File: src/hw/rtl/tvma_pkg.sv
// ----------------------------------------------------------------------------
// Thermocouple averaging package
// Shared widths, register indexes, limits and control types for the
// validated moving-average filter.
// ----------------------------------------------------------------------------
package tvma_pkg;

  localparam int READING_W = 12;
  localparam int OFFSET_W  = 10;
  localparam int MAXV_W    = 12;
  localparam int SAMPLE_W  = 13;
  localparam int TEMP_W    = 11;

  localparam int CFG_DATA_W = 12;
  localparam int CFG_IDX_W  = 1;

  localparam logic [CFG_IDX_W-1:0] CFG_IDX_CAL_OFFSET = 1'd0;
  localparam logic [CFG_IDX_W-1:0] CFG_IDX_MAX_VALID  = 1'd1;

  localparam logic [MAXV_W-1:0]   MAX_VALID_RESET  = 12'd2000;
  localparam logic [OFFSET_W-1:0] CAL_OFFSET_RESET = 10'd0;

  // Largest calibrated sample that can be stored.
  localparam int SAMPLE_MAX = 4095;
  // Mean limits: positive magnitude limit and negative magnitude limit.
  localparam int TEMP_POS_LIMIT = 1023;
  localparam int TEMP_NEG_LIMIT = 1024;

  localparam int DEFAULT_WINDOW_DEPTH = 8;
  localparam int DEFAULT_DIV_NUM_W    = 17;
  localparam int DEFAULT_DIV_DEN_W    = 7;

  typedef struct packed {
    logic start;
  } div_ctrl_t;

  typedef struct packed {
    logic busy;
    logic done;
  } div_stat_t;

endpackage

File: src/hw/rtl/tvma_in_if.sv
// ----------------------------------------------------------------------------
// Thermocouple reading channel
// Valid/ready channel carrying one raw reading and its fault flag.
// ----------------------------------------------------------------------------
interface tvma_in_if;
  import tvma_pkg::*;

  logic                 valid;
  logic                 ready;
  logic [READING_W-1:0] reading;
  logic                 reading_fault;

  modport source (output valid, reading, reading_fault, input ready);
  modport sink   (input valid, reading, reading_fault, output ready);

endinterface

File: src/hw/rtl/tvma_out_if.sv
// ----------------------------------------------------------------------------
// Averaged temperature channel
// Valid/ready channel carrying the averaged temperature and acceptance flag.
// ----------------------------------------------------------------------------
interface tvma_out_if;
  import tvma_pkg::*;

  logic                     valid;
  logic                     ready;
  logic signed [TEMP_W-1:0] temperature;
  logic                     sample_accepted;

  modport source (output valid, temperature, sample_accepted, input ready);
  modport sink   (input valid, temperature, sample_accepted, output ready);

endinterface

File: src/hw/rtl/tvma_div.sv
// ----------------------------------------------------------------------------
// Bit-serial restoring divider
// Unsigned divide that shifts in one numerator bit and produces one
// quotient bit per cycle; done pulses as the last quotient bit is registered.
// ----------------------------------------------------------------------------
module tvma_div #(
  parameter int NUM_W = tvma_pkg::DEFAULT_DIV_NUM_W,
  parameter int DEN_W = tvma_pkg::DEFAULT_DIV_DEN_W
) (
  input  logic              clk,
  input  logic              rst_n,
  input  tvma_pkg::div_ctrl_t ctrl,
  input  logic [NUM_W-1:0]  numerator,
  input  logic [DEN_W-1:0]  denominator,
  output logic [NUM_W-1:0]  quotient,
  output tvma_pkg::div_stat_t stat
);
  import tvma_pkg::*;

  localparam int STEP_W = $clog2(NUM_W + 1);

  logic [NUM_W-1:0]  num_sh_r;
  logic [DEN_W-1:0]  den_r;
  logic [DEN_W-1:0]  rem_r;
  logic [NUM_W-1:0]  quo_r;
  logic [STEP_W-1:0] step_r;
  logic              busy_r;
  logic              done_r;

  logic [DEN_W:0]    trial;
  logic              q_bit;
  logic [DEN_W:0]    trial_diff;

  assign trial      = {rem_r, num_sh_r[NUM_W-1]};
  assign q_bit      = (trial >= {1'b0, den_r});
  assign trial_diff = trial - {1'b0, den_r};

  always_ff @(posedge clk) begin
    if (!rst_n) begin
      busy_r <= 1'b0;
      done_r <= 1'b0;
      step_r <= '0;
    end else begin
      done_r <= 1'b0;
      if (ctrl.start) begin
        busy_r <= 1'b1;
        step_r <= STEP_W'(NUM_W);
      end else if (busy_r) begin
        step_r <= step_r - 1'b1;
        if (step_r == STEP_W'(1)) begin
          busy_r <= 1'b0;
          done_r <= 1'b1;
        end
      end
    end
  end

  always_ff @(posedge clk) begin
    if (ctrl.start) begin
      num_sh_r <= numerator;
      den_r    <= denominator;
      rem_r    <= '0;
      quo_r    <= '0;
    end else if (busy_r) begin
      num_sh_r <= {num_sh_r[NUM_W-2:0], 1'b0};
      quo_r    <= {quo_r[NUM_W-2:0], q_bit};
      // For a nonzero divisor, the partial remainder always stays below it.
      rem_r    <= q_bit ? trial_diff[DEN_W-1:0] : trial[DEN_W-1:0];
    end
  end

  assign quotient  = quo_r;
  assign stat.busy = busy_r;
  assign stat.done = done_r;

  a_step_range: assert property (@(posedge clk) disable iff (!rst_n)
    step_r <= STEP_W'(NUM_W))
    else $error("divider step count out of range");

  a_done_after_last: assert property (@(posedge clk) disable iff (!rst_n)
    (busy_r && !ctrl.start && step_r == STEP_W'(1)) |=> (done_r && !busy_r))
    else $error("divider did not finish after its last step");

  a_done_not_busy: assert property (@(posedge clk) disable iff (!rst_n)
    done_r |-> !busy_r)
    else $error("divider done while still busy");

endmodule

File: src/hw/rtl/thermocouple_validated_moving_average_core.sv
// ----------------------------------------------------------------------------
// Validated thermocouple moving average
// Range-checks raw readings, calibrates and averages them over a window.
// ----------------------------------------------------------------------------
// Usage:
//   in_chan carries one raw reading in quarter degrees and a fault flag.
//   A faulted, zero or over-limit reading is rejected: the word returned on
//   out_chan holds the last averaged temperature with sample_accepted low.
//   An accepted reading gets the calibration offset, replaces the oldest
//   window entry and returns the new mean in whole degrees, rounded half
//   away from zero. Every input word gives exactly one output word.
//   The cfg port writes the offset (index 0) and limit (index 1); the user
//   must write only while the block is idle; the block does not enforce it.
//   A rejected reading goes from the idle state through the done state to
//   the output register; an accepted one passes through the update, prep,
//   divide and done states, the divide state lasting until the bit-serial
//   divider has shifted through every numerator bit. One word is processed
//   at a time and the input reopens as the output register is loaded. A
//   result waits in the output register while the receiver stalls, and the
//   next reading is already taken in meanwhile.
//   Reset clears the count, sum, pointer, held temperature, state and valid.
// ----------------------------------------------------------------------------
module thermocouple_validated_moving_average_core #(
  parameter int WINDOW_DEPTH = tvma_pkg::DEFAULT_WINDOW_DEPTH
) (
  input  logic                                clk,
  input  logic                                rst_n,
  tvma_in_if.sink                             in_chan,
  tvma_out_if.source                          out_chan,
  input  logic                                cfg_we,
  input  logic [tvma_pkg::CFG_IDX_W-1:0]      cfg_index,
  input  logic [tvma_pkg::CFG_DATA_W-1:0]     cfg_wdata
);
  import tvma_pkg::*;

  localparam int CNT_W = $clog2(WINDOW_DEPTH + 1);
  localparam int PTR_W = (WINDOW_DEPTH > 1) ? $clog2(WINDOW_DEPTH) : 1;
  localparam int SUM_W = SAMPLE_W + $clog2(WINDOW_DEPTH);
  localparam int NUM_W = SUM_W + 1;
  localparam int DEN_W = CNT_W + 3;

  typedef enum logic [4:0] {
    S_IDLE   = 5'b00001,
    S_UPDATE = 5'b00010,
    S_PREP   = 5'b00100,
    S_DIV    = 5'b01000,
    S_DONE   = 5'b10000
  } state_t;

  state_t state_r, state_nxt;

  logic signed [OFFSET_W-1:0] cal_offset_r;
  logic [MAXV_W-1:0]          max_valid_r;

  logic signed [SAMPLE_W-1:0] ring_mem [WINDOW_DEPTH];
  logic signed [SAMPLE_W-1:0] rd_data_r;
  logic signed [SAMPLE_W-1:0] sample_r;
  logic [PTR_W-1:0]           wr_pos_r;
  logic [CNT_W-1:0]           count_r;
  logic signed [SUM_W-1:0]    sum_r;
  logic signed [TEMP_W-1:0]   held_r;
  logic                       neg_r;

  logic signed [TEMP_W-1:0]   res_temp_r;
  logic                       res_acc_r;
  logic signed [TEMP_W-1:0]   out_temp_r;
  logic                       out_acc_r;
  logic                       out_valid_r;

  logic                       in_fire;
  logic                       reject;
  logic signed [SAMPLE_W:0]   cal_sum;
  logic signed [SAMPLE_W-1:0] cal_sample;
  logic                       window_full;
  logic signed [SAMPLE_W-1:0] old_sample;
  logic [SUM_W-1:0]           sum_mag;
  logic [NUM_W-1:0]           numerator;
  logic [DEN_W-1:0]           denominator;
  logic [NUM_W-1:0]           quotient;
  logic signed [TEMP_W-1:0]   mean_temp;
  logic                       out_slot_free;
  div_ctrl_t                  div_ctrl;
  div_stat_t                  div_stat;

  // Configuration registers.
  always_ff @(posedge clk) begin
    if (!rst_n) begin
      cal_offset_r <= CAL_OFFSET_RESET;
      max_valid_r  <= MAX_VALID_RESET;
    end else if (cfg_we) begin
      unique case (cfg_index)
        CFG_IDX_CAL_OFFSET: cal_offset_r <= cfg_wdata[OFFSET_W-1:0];
        CFG_IDX_MAX_VALID:  max_valid_r  <= cfg_wdata[MAXV_W-1:0];
        default: ;
      endcase
    end
  end

  assign in_chan.ready = (state_r == S_IDLE);
  assign in_fire       = in_chan.valid && in_chan.ready;

  assign reject = in_chan.reading_fault || (in_chan.reading == '0) ||
                  (in_chan.reading > max_valid_r);

  // The offset can only pull a positive reading down to about -511, so
  // only the upper limit needs saturation.
  assign cal_sum    = $signed({2'b00, in_chan.reading}) +
                      (SAMPLE_W+1)'(cal_offset_r);
  assign cal_sample = (cal_sum > (SAMPLE_W+1)'(SAMPLE_MAX)) ?
                      SAMPLE_W'(SAMPLE_MAX) : cal_sum[SAMPLE_W-1:0];

  // Until the window is full, the slot about to be replaced was never
  // written and counts as zero.
  assign window_full = (count_r == CNT_W'(WINDOW_DEPTH));
  assign old_sample  = window_full ? rd_data_r : '0;

  assign sum_mag     = sum_r[SUM_W-1] ? SUM_W'(-sum_r) : SUM_W'(sum_r);
  assign numerator   = {sum_mag, 1'b0} + NUM_W'({count_r, 2'b00});
  assign denominator = {count_r, 3'b000};

  always_comb begin
    if (!neg_r) begin
      mean_temp = (quotient > NUM_W'(TEMP_POS_LIMIT)) ?
                  TEMP_W'(TEMP_POS_LIMIT) : quotient[TEMP_W-1:0];
    end else if (quotient > NUM_W'(TEMP_NEG_LIMIT)) begin
      mean_temp = TEMP_W'(-TEMP_NEG_LIMIT);
    end else begin
      mean_temp = TEMP_W'(-$signed({1'b0, quotient[TEMP_W-1:0]}));
    end
  end

  assign div_ctrl.start = (state_r == S_PREP);
  assign out_slot_free  = !out_valid_r || out_chan.ready;

  tvma_div #(
    .NUM_W (NUM_W),
    .DEN_W (DEN_W)
  ) u_div (
    .clk         (clk),
    .rst_n       (rst_n),
    .ctrl        (div_ctrl),
    .numerator   (numerator),
    .denominator (denominator),
    .quotient    (quotient),
    .stat        (div_stat)
  );

  // Window storage: one write and one registered read per cycle.
  always_ff @(posedge clk) begin
    if (state_r == S_UPDATE) begin
      ring_mem[wr_pos_r] <= sample_r;
    end
    rd_data_r <= ring_mem[wr_pos_r];
  end

  always_comb begin
    state_nxt = state_r;
    unique case (state_r)
      S_IDLE:   if (in_fire) state_nxt = reject ? S_DONE : S_UPDATE;
      S_UPDATE: state_nxt = S_PREP;
      S_PREP:   state_nxt = S_DIV;
      S_DIV:    if (div_stat.done) state_nxt = S_DONE;
      S_DONE:   if (out_slot_free) state_nxt = S_IDLE;
      default:  state_nxt = S_IDLE;
    endcase
  end

  always_ff @(posedge clk) begin
    if (!rst_n) begin
      state_r     <= S_IDLE;
      wr_pos_r    <= '0;
      count_r     <= '0;
      sum_r       <= '0;
      held_r      <= '0;
      out_valid_r <= 1'b0;
    end else begin
      state_r <= state_nxt;
      if (state_r == S_UPDATE) begin
        sum_r    <= sum_r - SUM_W'(old_sample) + SUM_W'(sample_r);
        wr_pos_r <= (wr_pos_r == PTR_W'(WINDOW_DEPTH - 1)) ? '0 : wr_pos_r + 1'b1;
        if (!window_full) begin
          count_r <= count_r + 1'b1;
        end
      end
      if (state_r == S_DIV && div_stat.done) begin
        held_r <= mean_temp;
      end
      if (state_r == S_DONE && out_slot_free) begin
        out_valid_r <= 1'b1;
      end else if (out_chan.ready) begin
        out_valid_r <= 1'b0;
      end
    end
  end

  always_ff @(posedge clk) begin
    if (in_fire) begin
      sample_r   <= cal_sample;
      res_temp_r <= held_r;
      res_acc_r  <= 1'b0;
    end
    // The sum is final once the update step is done; its sign picks the
    // direction of the rounded mean.
    if (state_r == S_PREP) begin
      neg_r <= sum_r[SUM_W-1];
    end
    if (state_r == S_DIV && div_stat.done) begin
      res_temp_r <= mean_temp;
      res_acc_r  <= 1'b1;
    end
    if (state_r == S_DONE && out_slot_free) begin
      out_temp_r <= res_temp_r;
      out_acc_r  <= res_acc_r;
    end
  end

  assign out_chan.valid           = out_valid_r;
  assign out_chan.temperature     = out_temp_r;
  assign out_chan.sample_accepted = out_acc_r;

  a_count_range: assert property (@(posedge clk) disable iff (!rst_n)
    count_r <= CNT_W'(WINDOW_DEPTH))
    else $error("sample count above window depth");

  a_div_to_done: assert property (@(posedge clk) disable iff (!rst_n)
    (state_r == S_DIV && div_stat.done) |=> (state_r == S_DONE && res_acc_r))
    else $error("finished divide did not reach the output stage");

  a_idle_div_quiet: assert property (@(posedge clk) disable iff (!rst_n)
    in_chan.ready |-> !div_stat.busy)
    else $error("new reading taken while the divider is busy");

  a_accepted_has_count: assert property (@(posedge clk) disable iff (!rst_n)
    (out_valid_r && out_acc_r) |-> (count_r != '0))
    else $error("accepted result with an empty window");

  a_reject_holds: assert property (@(posedge clk) disable iff (!rst_n)
    (in_fire && reject) |=> (state_r == S_DONE && !res_acc_r && $stable(sum_r)))
    else $error("rejected reading changed the average");

endmodule
File: src/flat_wrapper.sv
// flat-port wrapper written by rule: the top's interface ports become plain ports
module thermocouple_validated_moving_average_core_flat import tvma_pkg::*;
#(
  parameter int WINDOW_DEPTH = tvma_pkg::DEFAULT_WINDOW_DEPTH
)
  (clk, rst_n, cfg_we, cfg_index, cfg_wdata, in_chan_valid, in_chan_reading, in_chan_reading_fault, in_chan_ready, out_chan_valid, out_chan_temperature, out_chan_sample_accepted, out_chan_ready);
  tvma_in_if in_chan_i ();
  tvma_out_if out_chan_i ();
  input  logic clk;
  input  logic rst_n;
  input  logic cfg_we;
  input  logic [tvma_pkg::CFG_IDX_W-1:0] cfg_index;
  input  logic [tvma_pkg::CFG_DATA_W-1:0] cfg_wdata;
  input wire logic [$bits(in_chan_i.valid)-1:0] in_chan_valid;
  input wire logic [$bits(in_chan_i.reading)-1:0] in_chan_reading;
  input wire logic [$bits(in_chan_i.reading_fault)-1:0] in_chan_reading_fault;
  output wire logic [$bits(in_chan_i.ready)-1:0] in_chan_ready;
  output wire logic [$bits(out_chan_i.valid)-1:0] out_chan_valid;
  output wire logic [$bits(out_chan_i.temperature)-1:0] out_chan_temperature;
  output wire logic [$bits(out_chan_i.sample_accepted)-1:0] out_chan_sample_accepted;
  input wire logic [$bits(out_chan_i.ready)-1:0] out_chan_ready;
  assign in_chan_i.valid = in_chan_valid;
  assign in_chan_i.reading = in_chan_reading;
  assign in_chan_i.reading_fault = in_chan_reading_fault;
  assign in_chan_ready = in_chan_i.ready;
  assign out_chan_valid = out_chan_i.valid;
  assign out_chan_temperature = out_chan_i.temperature;
  assign out_chan_sample_accepted = out_chan_i.sample_accepted;
  assign out_chan_i.ready = out_chan_ready;
  thermocouple_validated_moving_average_core #(.WINDOW_DEPTH(WINDOW_DEPTH)) u_core (.clk(clk), .rst_n(rst_n), .in_chan(in_chan_i), .out_chan(out_chan_i), .cfg_we(cfg_we), .cfg_index(cfg_index), .cfg_wdata(cfg_wdata));
endmodule
File: config.mk
export PLATFORM = sky130hd
export DESIGN_NAME = thermocouple_validated_moving_average_core_flat
export DESIGN_NICKNAME = d
export VERILOG_FILES = /design/src/hw/rtl/tvma_pkg.sv /design/src/hw/rtl/tvma_in_if.sv /design/src/hw/rtl/tvma_out_if.sv /design/src/hw/rtl/tvma_div.sv /design/src/hw/rtl/thermocouple_validated_moving_average_core.sv /design/src/flat_wrapper.sv
export SDC_FILE = /design/constraint.sdc
export NUM_CORES = 1
export LEC_CHECK = 0
export BUFFER_PORTS_ARGS = -buffer_cell sky130_fd_sc_hd__clkbuf_2
export CORE_MARGIN = 2
export CORE_UTILIZATION = 55
export DETAILED_ROUTE_END_ITERATION = 7
export HOLD_SLACK_MARGIN = 0.06
export PLACE_DENSITY = 0.72
export SYNTH_ARGS = -nofsm -noshare
export SYNTH_HDL_FRONTEND = slang
export SYNTH_SLANG_ARGS = --single-unit
File: constraint.sdc
create_clock -name clk -period 10.9 [get_ports clk]
set_input_delay 2.18 -clock clk [delete_from_list [all_inputs] [get_ports clk]]
set_output_delay 2.18 -clock clk [all_outputs]
set_load 0.01 [all_outputs]
== Word level (Yosys, flattened, before mapping) ==
Memories as Yosys holds them, arrays and structs flattened. A register that Yosys moved wholly into a read port is not among the register bits.
Cells that the tools add are included.

* Flip-flop bits (word level): 152
* RAM bits: 104
* Input bits: 31
* Output and inout bits: 14
* Word-level logic and storage cells: 96
* Memories kept: 1

* Add/sub/neg operators: 10
* Order comparisons: 5
* Equality and inequality tests: 11
* Mux-type cells: 26
* Bitwise gates (word level): 4
* Reductions and logical operators: 17

{| class="wikitable"
|+ Memory list
! memory !! words !! width !! read ports !! clocked after Yosys merged registers in !! write ports !! line !! text
|-
| u_core.ring_mem || 8 || 13 || 1 || 1 || 1 || thermocouple_validated_moving_average_core.sv:55 || <nowiki>logic signed [SAMPLE_W-1:0] ring_mem [WINDOW_DEPTH];</nowiki>
|}

{| class="wikitable"
|+ Operator list
! cell !! number
|-
| 11-bit two-way mux || 5
|-
| 17-bit two-way mux || 2
|-
| 5-bit two-way mux || 6
|-
| 5-bit case mux with 5 select lines || 1
|-
| 17-bit by 6-bit adder with 17-bit output || 1
|-
| 17-bit by 10-bit greater-than comparator with 1-bit output, second input constant || 1
|-
| 17-bit by 11-bit greater-than comparator with 1-bit output, second input constant || 1
|-
| 16-bit by 13-bit adder with 16-bit output || 1
|-
| 16-bit two-way mux || 1
|-
| 16-bit negation || 1
|-
| 16-bit by 13-bit subtractor with 16-bit output || 1
|-
| 13-bit by 10-bit adder with 14-bit output || 1
|-
| 14-bit by 13-bit greater-than comparator with 1-bit output, second input constant || 1
|-
| 13-bit two-way mux || 1
|-
| 12-bit greater-than comparator || 1
|-
| 12-bit zero test || 1
|-
| 11-bit negation || 1
|-
| 5-bit by 1-bit equality test with 1-bit output, second input constant || 2
|-
| 8-bit by 7-bit >= comparator with 1-bit output || 1
|-
| 1-bit two-way mux || 8
|-
| 7-bit two-way mux || 1
|-
| 7-bit subtractor || 1
|-
| 2-bit AND reduction || 3
|-
| 2-bit nonzero test || 3
|-
| 19 further kinds || 27
|}

== Depth between registers and ports, before layout ==
* Word-level depth: 6
* Depth in mapped cells: 17
* Mapped depth without buffers: 16

== By module ==
From an unflattened synthesis, not the netlist that was laid out.

* Cells, all modules: 1264
* Area, all modules: 13908.3 um2

{| class="wikitable"
|+ By module, submodules not included
! module !! times used !! cells an instance !! area an instance (um2) !! sequential area each (um2)
|-
| thermocouple_validated_moving_average_core || 1 || 1030 || 11248.3 || 5755.5
|-
| tvma_div || 1 || 234 || 2660.1 || 1341.3
|}

== Worst setup path before layout ==
No wires, ideal clock.

* Path kind: in2reg
* Start: input port in_chan_reading[0]
* End: register u_core.sample_r[10], data pin
* Library setup time: 278 ps
* Arrival time: 4192 ps
* Data required time: 10622 ps
* Path slack: 6430 ps
* Stages: 10
* Path buffers: 1
* Cells stage by stage: ha_1 -> fa_1 -> a21o_1 -> a21oi_1 -> o21ai_0 -> o2bb2ai_1 -> nor4b_1 -> a21oi_1 -> clkbuf_1 -> nand4_1

* Cells in the longest elaborated chain, start to end: 2

{| class="wikitable"
|+ RTL lines
! item !! line !! text
|-
| start: declaration || flat_wrapper.sv:15 || <nowiki>input wire logic [$bits(in_chan_i.reading)-1:0] in_chan_reading;</nowiki>
|-
| 13-bit by 10-bit adder with 14-bit output * || thermocouple_validated_moving_average_core.sv:107 || <nowiki>assign cal_sum = $signed({2'b00, in_chan.reading}) +</nowiki>
|-
| 14-bit by 13-bit greater-than comparator with 1-bit output || thermocouple_validated_moving_average_core.sv:109 || <nowiki>assign cal_sample = (cal_sum > (SAMPLE_W+1)'(SAMPLE_MAX)) ?</nowiki>
|-
| end signal: assignment || thermocouple_validated_moving_average_core.sv:198 || <nowiki>sample_r <= cal_sample;</nowiki>
|-
| end: declaration || thermocouple_validated_moving_average_core.sv:57 || <nowiki>logic signed [SAMPLE_W-1:0] sample_r;</nowiki>
|}

Mark *: on every way between the ends. The rest lies on a longest branch, timed or not.
A chain may end at the register's enable or synchronous reset.

== Worst setup path after layout ==
Ends and elaborated chain as after synthesis.

==> run_results.csv <==
group,metric,value,unit
floorplanning,dieArea,25300,um2
final_layout,num_antenna_cells,0,
placed_design,io_buffers,44,
floorplanning,core,23500,um2
yosys,syn-instance-count,1244,
sta,skew,0.0346,ns
global_route,grt_pass1_wl,45600,um
placed_design,dpl-instance-area,13800,um2
global_route,grtUsageMet1,0.304,
global_route,grt_max_degree,46,
critical_path,endpoint_kind,"flop",
drt,drtIter0Drc,653,
yosys,seq_area_frac_synth,0.527,
pwr,seqPwrFrac,0.498,
cts,cts_sinks,268,
hold_path,hold_path.class,"flop to flop",
cts,clk_path_buf_depth,3,
sta,finalCritPeriodShare,0.413,
critical_path,cp-start-kind,"input pin",
sta,tns,0,ns
hold_path,min_path_cells,0,
global_route,grt_use_total,0.219,
yosys,synth_ff_type,"edfxtp_1",
drt,wl,27400,um
pwr,power.density,153,nW/um2
critical_path,critPathRequiredTime,11.17,ns
final_layout,fin_nets,1385,
drt,route.detailed.drc,0,
cts,numCtsBuffers,28,
yosys,synthArstFlopShare,0,
sta,finalSetupViolations,0,
sta,hold_violations,0,
yosys,yosysUniqueCellTypes,74,
yosys,netlist_area,13200,um2
global_route,first_global_vias,8911,
cts,postCtsResizedCells,0,
pwr,clock_power_share,0.416,
run,cap_viol_max_count,0,
pwr,ir_drop,0.147,mV
yosys,synth_area_leaders,"edfxtp_1 37%, dfxtp_1 16%, ha_1 5.5%",
sta,finalCriticalPeriod,4.50,ns
pwr,power_switching_share,0.235,
placed_design,hpwl,18700,um
critical_path,reg2reg_depth,14,
pwr,p_switching,0.530,mW
cts,insertion_delay,0.56,ns
global_route,use_met2,0.372,
drt,dr_total_vias,9158,
drt,viasPerCell,5.66,
global_route,overflow,0,
global_route,grt_busiest_layer,"met2",
drt,route.detailed.wl_per_inst,17.0,um
sta,slew_viol_final,0,
floorplanning,die_h,159,um
final_layout,fin_area,14700,um2
status,outcome,"finished, final reports clean",
drt,drtAntennaViolNets,0,
cts,h-tree-depth,1,
sta,rsz0062_at_grt,"no",
floorplanning,start_util,0.562,
yosys,synth_top_area_share,0.365,
cts,root_buffer,"clkbuf_16",
cts,cts_setup_buffers,0,
placed_design,place.gp.congestion,0.875,
critical_path,arrival,4.77,ns
yosys,syn-num-nets,1351,
cts,clkTransAtPathRegs,0.06,ns
pwr,comb_power_share,0.086,
yosys,synth-seq-cells,268,
cts,cts_tree,"built",
yosys,synth_common_cells,"161 x edfxtp_1, 140 x nand2_1, 107 x dfxtp_1",
final_layout,fill_cells,1926,
pwr,power_leakage,5.63,nW
yosys,syn_avg_cell_area,10.6,um2
sta,slew_headroom,0.246,
sta,max_freq,222,MHz
floorplanning,std_cell_rows,56,
final_layout,drive_above_1_share,0.114,
global_route,antenna_found_initial,0,
floorplanning,die_w,159,um
critical_path,worst-path-max-fanout,12,
yosys,yosysWarnings,0,
yosys,synth_edf_count,161,
critical_path,critPathKind,"input pin to flop",
final_layout,area_growth,11.2,%
yosys,synth.largest_area_cell,"edfxtp_1",
drt,first_pass_iters,7,
cts,holdBufCountCts,0,
global_route,met3_usage,0.0263,
yosys,synthMostInstantiatedCell,"edfxtp_1",
pwr,intPower,1.73,mW
sta,worstMarginPinSlew,1.13,ns
floorplanning,ios,45,
[critical path, stage by stage]
cell and delay, ns:
clkbuf_2 0.12, ha_1 0.23, fa_1 0.40, a21o_1 0.19, a21oi_1 0.25, o21ai_0 0.18, o2bb2ai_1 0.22, nor4b_1 0.17
a21oi_1 0.68, nand4_1 0.15
[power groups by stage]
stage	Sequential, mW	Clock, mW	Combinational, mW
2_1_floorplan	1.14	0	0.148
3_3_place_gp	1.15	0	0.189
3_5_place_dp	1.15	0	0.193
4_1_cts	1.13	0.951	0.195
5_1_grt	1.13	0.993	0.222
6_report	1.13	0.938	0.194
[cell usage in the layout, fill, tap and decap left out, types with 16 or more instances in the layout]
cell type  synthesis  final
mux2i_1           36     36
clkbuf_2           0     44
nor2_1           105    102
clkbuf_16          0     29
fa_1              18     18
nand2_1          140    140
xnor2_1           37     37
and2_1            27     27
nand3_1           16     16
nor3_1            22     18
o21ai_0           55     55
inv_1             93     93
xor2_1            19     19
ha_1              58     58
a21oi_1           75     75
dfxtp_1          107    106
edfxtp_1         161    161
[cell families after synthesis]
logic type	Yosys count	synth area share
buffers and inverters	145	0.0413
AND/OR/NAND/NOR	398	0.144
multiplexers	54	0.0493
flip-flops	268	0.527
XOR/XNOR	56	0.0371
AO/OA/AOI/OAI	247	0.119
adder cells (fa/ha/maj)	76	0.0820
[area by class of cell]
class | count | area [um2] | share of cell area
clock inverter | 14 | 126 | 0.00859
clock buffer | 37 | 806 | 0.0547
tap | 319 | 399 | 0.0271
sequential | 268 | 6980 | 0.474
inverter | 94 | 353 | 0.0240
multi-input combinational | 831 | 5750 | 0.391
timing repair buffer | 55 | 303 | 0.0206
[layer usage]
metal / up-vias / routed length, um
li1: 4499 / -
met1: 4434 / 12600
met2: 184 / 13200
met3: 41 / 1050
met4: 0 / 522
met5: - / 0
[through the flow]
step	worst slack (ns)	utilization	hold slack [ns]	std cells	power, mW
finish	6.40	0.625	0.419	1618	2.26
global route	6.16	0.625	0.425	1618	2.34
CTS	6.44	0.625	0.418	1618	2.27
detailed placement	5.85	0.586	0.406	1567	1.34
global placement	5.90	0.586	0.402	1567	1.33
floorplan	6.43	-	0.400	1244	1.28
[worst paths after layout]
check / startpoint / to / slack [ns]
setup / recovery: in_chan_reading[0] / u_core.sample_r[10] / 6.40
hold / removal: u_core.res_temp_r[6] / u_core.out_chan.temperature[6] / 0.42
setup reg to reg: u_core.count_r[1] / u_core.sum_r[15] / 7.03
hold reg to reg: u_core.res_temp_r[6] / u_core.out_chan.temperature[6] / 0.42
[state kept, by name, summed over array words and instances, names as in the netlist, 3 cells and up]
| register | flops |
|---|---|
| u_core.res_temp_r | 11 |
| u_core.u_div.quotient | 17 |
| u_core.state_r | 5 |
| u_core.u_div.rem_r | 7 |
| u_core.sum_r | 16 |
| u_core.u_div.num_sh_r | 16 |
| u_core.out_chan.temperature | 11 |
| u_core.rd_data_r | 13 |
| u_core.cal_offset_r | 10 |
| u_core.held_r | 11 |
| u_core.u_div.den_r | 4 |
| u_core.wr_pos_r | 3 |
| u_core.count_r | 4 |
| u_core.u_div.step_r | 5 |
| u_core.sample_r | 13 |
| u_core.ring_mem | 104 |
| u_core.max_valid_r | 12 |
(Power assumes the default switching activity.)
